### src/rtl/crm_pkg.sv
// ---------------------------------------------------------------------------
// crm_pkg: shared definitions for the cyclic rotate-and-mask block
// Command codes, controller states, the control and status bundles that run
// between controller and datapath, and a small mask helper.
// ---------------------------------------------------------------------------
`default_nettype none

package crm_pkg;

	localparam int WORD_BITS = 64;
	localparam int LEN_W     = 15;
	localparam int CMD_W     = 2;
	localparam int IDX_W     = 8;
	localparam int SHIFT_W   = 14;

	localparam logic [LEN_W-1:0] LEN_RESET = 15'd12323;

	localparam logic [CMD_W-1:0] CMD_WR_CAND = 2'd0;
	localparam logic [CMD_W-1:0] CMD_WR_MASK = 2'd1;
	localparam logic [CMD_W-1:0] CMD_READ    = 2'd2;

	typedef enum logic [2:0] {
		ST_IDLE,
		ST_EVAL,
		ST_PREP,
		ST_RD_B,
		ST_RD_C,
		ST_FIN,
		ST_LOAD
	} crm_state_t;

	// Source of the candidate memory address.
	typedef enum logic [1:0] {
		ASEL_IDX,
		ASEL_A,
		ASEL_B,
		ASEL_ZERO
	} crm_asel_t;

	typedef struct packed {
		logic      load_in;
		logic      eval;
		logic      prep;
		logic      cap_a;
		logic      cap_b;
		logic      fin;
		logic      load_out;
		crm_asel_t asel;
	} crm_ctl_t;

	typedef struct packed {
		logic rd_ok;
		logic out_free;
	} crm_sts_t;

	// Ones in the low k bits, or in all bits when full is set.
	function automatic logic [WORD_BITS-1:0] low_mask(input logic full, input logic [5:0] k);
		logic [WORD_BITS-1:0] m;
		m = (64'd1 << k) - 64'd1;
		return full ? '1 : m;
	endfunction

endpackage

`default_nettype wire

### src/rtl/crm_ctrl.sv
// ---------------------------------------------------------------------------
// crm_ctrl: sequencing controller
// Accepts one item at a time and steps the datapath through evaluation,
// the candidate word fetches and the hand-off to the output register.
// ---------------------------------------------------------------------------
`default_nettype none

module crm_ctrl (
	input  wire logic              clk,
	input  wire logic              arst_n,
	input  wire logic              in_valid,
	output logic                   in_ready,
	input  wire crm_pkg::crm_sts_t sts,
	output crm_pkg::crm_ctl_t      ctl
);
	import crm_pkg::*;

	crm_state_t state_q;
	crm_state_t state_d;

	always_ff @(posedge clk or negedge arst_n) begin
		if (!arst_n) begin
			state_q <= ST_IDLE;
		end else begin
			state_q <= state_d;
		end
	end

	always_comb begin
		state_d = state_q;
		unique case (state_q)
			ST_IDLE: begin
				if (in_valid) state_d = ST_EVAL;
			end
			ST_EVAL: begin
				state_d = sts.rd_ok ? ST_PREP : ST_LOAD;
			end
			ST_PREP: state_d = ST_RD_B;
			ST_RD_B: state_d = ST_RD_C;
			ST_RD_C: state_d = ST_FIN;
			ST_FIN:  state_d = ST_LOAD;
			ST_LOAD: begin
				if (sts.out_free) state_d = ST_IDLE;
			end
			default: state_d = ST_IDLE;
		endcase
	end

	always_comb begin
		ctl      = '0;
		ctl.asel = ASEL_IDX;
		in_ready = 1'b0;
		unique case (state_q)
			ST_IDLE: begin
				in_ready    = 1'b1;
				ctl.load_in = in_valid;
			end
			ST_EVAL: ctl.eval = 1'b1;
			ST_PREP: begin
				ctl.prep = 1'b1;
				ctl.asel = ASEL_A;
			end
			ST_RD_B: begin
				ctl.cap_a = 1'b1;
				ctl.asel  = ASEL_B;
			end
			ST_RD_C: begin
				ctl.cap_b = 1'b1;
				ctl.asel  = ASEL_ZERO;
			end
			ST_FIN:  ctl.fin = 1'b1;
			ST_LOAD: ctl.load_out = sts.out_free;
			default: ctl = '0;
		endcase
	end

endmodule

`default_nettype wire

### config.mk
export PLATFORM = sky130hd
export DESIGN_NAME = crm_ctrl
export DESIGN_NICKNAME = d
export VERILOG_FILES = /design/src/rtl/crm_pkg.sv /design/src/rtl/crm_ctrl.sv
export SDC_FILE = /design/constraint.sdc
export NUM_CORES = 1
export LEC_CHECK = 0
export ABC_AREA = 0
export BUFFER_PORTS_ARGS = -buffer_cell sky130_fd_sc_hd__buf_4
export CORE_AREA = 2 2 39 41
export CTS_CLUSTER_DIAMETER = 60
export CTS_CLUSTER_SIZE = 28
export DETAILED_ROUTE_END_ITERATION = 16
export DIE_AREA = 0 0 41 43
export GPL_TIMING_DRIVEN = 1
export PLACE_DENSITY = 0.51
export SYNTH_ARGS = -nofsm -noshare
export SYNTH_HDL_FRONTEND = slang
export SYNTH_SLANG_ARGS = --single-unit
### constraint.sdc
create_clock -name clk -period 1.2 [get_ports clk]
set_clock_uncertainty 0.2 [all_clocks]
set_input_delay 0.12 -clock clk [delete_from_list [all_inputs] [get_ports clk]]
set_output_delay 0.12 -clock clk [all_outputs]
set_load 0.005 [all_outputs]
==> flow_summary.yaml <==
drt:
  dr.pass1.iters: 3
  drt_iter0_markers: 1
  routedWlPerCell_um: 10.01
  drc_errors: 0
  ant_nets: 0
  num_vias: 299
  viasPerCell: 4.041
  finalWirelength_um: 741
critical_path:
  crit_path_start_kind: "register"
  r2r_start: "state_q[2]"
  crit_arrival_ps: 1140
  reg2reg_to: "state_q[0]"
  worstPathMaxFanout: 6
  rr_worst_depth: 5
  endpoint: "ctl[0]"
  worstSetupPathType: "register to output port"
  crit_start: "state_q[2]"
  worst_ep_required_time_ps: 880
  r2r_slack_ps: -130
  critPathCaptureType: "output port"
timing:
  worst_pin_slew_ps: 163.9
  fmax_mhz: 684.8
  fin_hold_ws_ps: 6.953
  worst_slack_ps: -260.3
  hold_viol_final: 0
  fin_crit_sh_pct: 121.7
  finalSetupViolCount: 12
  slew_viol_final: 0
  rsz0062_at_grt: "true"
  min_period_ps: 1460
  relSlewSlack_pct: 89.07
grt:
  top_usage_layer: "met2"
  grt_first_pass_wirelength_mm: 1.000
  grt.met3_usage_pct: 6.283
  grtUsageMet2_pct: 11.25
  grt_pass1_vias: 234
  antenna_found_initial: 0
  grt_use_total_pct: 9.466
  met1_usage_pct: 11.04
  overflow: 0
  grt_max_degree: 8
final_layout:
  final_util_pct: 38.43
  diodes: 0
  areaGrowthSynthToFinish_pct: 120.2
  largest-register: "state_q"
  largestRegisters: "state_q: 3 flops"
  largest_reg_flops: 3
  nets: 64
  final_cell_count_no_fill: 74
  final_layout_size_suffix_gt1_share_pct: 70.69
  layout_common_cells: "21 x buf_4, 5 x nand2b_1, 4 x nor2_1, 4 x buf_6"
  final_common_cell: "buf_4"
synthesis:
  yosys.area.top_type: "dfrtp_1"
  synth_area_per_cell_sq_um: 8.327
  yosysWarningCount: 0
  synth_cells: 29
  synth_top_area_share_pct: 31.09
  ys_ff_latch: 3
  ys_types: 16
  synth_area_leaders: "dfrtp_1 31%, nand2b_1 16%, buf_6 9.3%"
  syn-num-nets: 34
  ys_seq_area_share_pct: 31.09
  syn_area_sq_um: 241.5
clock_tree:
  cts.path.max_buffers: 2
  cts_max_level: 1
  root_buffer: "clkbuf_4"
  cts_made_buffers: 3
  cts_sinks: 3
  insertion_delay_ps: 230
  path_clk_slew_ps: 40
  cts_tree: "done"
run:
  maxCapViolations: 0
min_path:
  hold_class: "primary input to asynchronous set/reset pin"
die:
  start_util_pct: 17.45
  io_pins: 15
  die_h_um: 43
  fp.dieArea_sq_mm: 0.001763
  fp.coreArea_sq_mm: 0.001384
  die_w_um: 41
  rows: 14
placed_design:
  port_buffers: 14
  gp_congestion: 0.6494
  dpl.cell_count: 61
  hpwl_um: 430.8
run_status:
  violations: "negative setup slack"
  outcome: "complete, but fails checks"
power:
  leakage_nw: 0.2503
  p_per_area_mw_per_mm2: 2814
  peakVddDrop_mv: 0.9346
==> where the power goes <==
part           internal, W  total [W]  switching [W]
registers         0.000165   0.000284       0.000118
logic             0.000647    0.00104       0.000391
clock network     0.000124   0.000174      0.0000499
total             0.000937    0.00150       0.000559
==> cell families after synthesis <==
| group | synth area share (%) |
|---|---|
| and+or+nand+nor | 42.49 |
| AOI/OAI and AO/OA | 15.54 |
| DFF | 31.09 |
| buffers and inverters | 10.88 |
==> metal layers <==
| metal | wire length, um | part of all wire [%] |
|---|---|---|
| met3 | 61 | 8.2 |
| met5 | 0 | 0 |
| met2 | 367 | 50 |
| met4 | 8 | 1.1 |
| met1 | 304 | 41 |
==> layout make-up <==
cell class	instances	area, sq um
Timing Repair Buffer	27	222.7
Clock buffer	4	26.28
Tap cell	16	20.02
Multi-Input combinational cell	23	180.2
Fill cell	152	852.1
Sequential cell	3	78.83
Inverter	1	3.754
==> worst max-delay path, stage by stage (launching register included) <==
cell      delay, ps
dfrtp_2         440
buf_6           140
nand2b_1         80
a21oi_2         130
buf_4           120
==> through the flow <==
step	area [sq um]	setup WS, ps	setup TNS [ps]	power [W]
global placement	374.1	-67.40	-283.9	0.0009213
floorplan	241.5	24.28	0	0.0006267
finish	531.8	-260.3	-2322	0.001497
detailed placement	374.1	-70.33	-334.7	0.0009269
global route	531.8	-314.1	-3010	0.001625
CTS	461.7	-258.4	-2184	0.001255
==> cells in the mapped netlist <==
library cell	count
a21oi_1	1
o221ai_1	1
nand2b_1	6
o21ai_1	1
nor2b_2	1
and2_1	2
nor2_1	5
a211oi_2	1
nor3_1	1
nor2b_1	1
buf_6	2
dfrtp_1	3
nand2_1	1
nor3_2	1
o22ai_1	1
inv_2	1
==> worst min path at each step <==
stage | depth (start not counted) | end | from
finish | 2 | state_q[2] | arst_n
floorplan | 0 | state_q[0] | arst_n
global placement | 1 | state_q[0] | arst_n
detailed placement | 1 | state_q[0] | arst_n
CTS | 2 | state_q[2] | arst_n
global route | 3 | state_q[1] | sts[0]
==> repair_timing <==
item                       4_1_cts  5_1_grt
pin swaps                        4        5
hold buffers                     2        0
buffers inserted                 3        4
gates resized for setup          8        9
hold endpoints to repair         4        0
setup endpoints to repair       11       12
No activity file was read; power rests on OpenSTA's default activity.
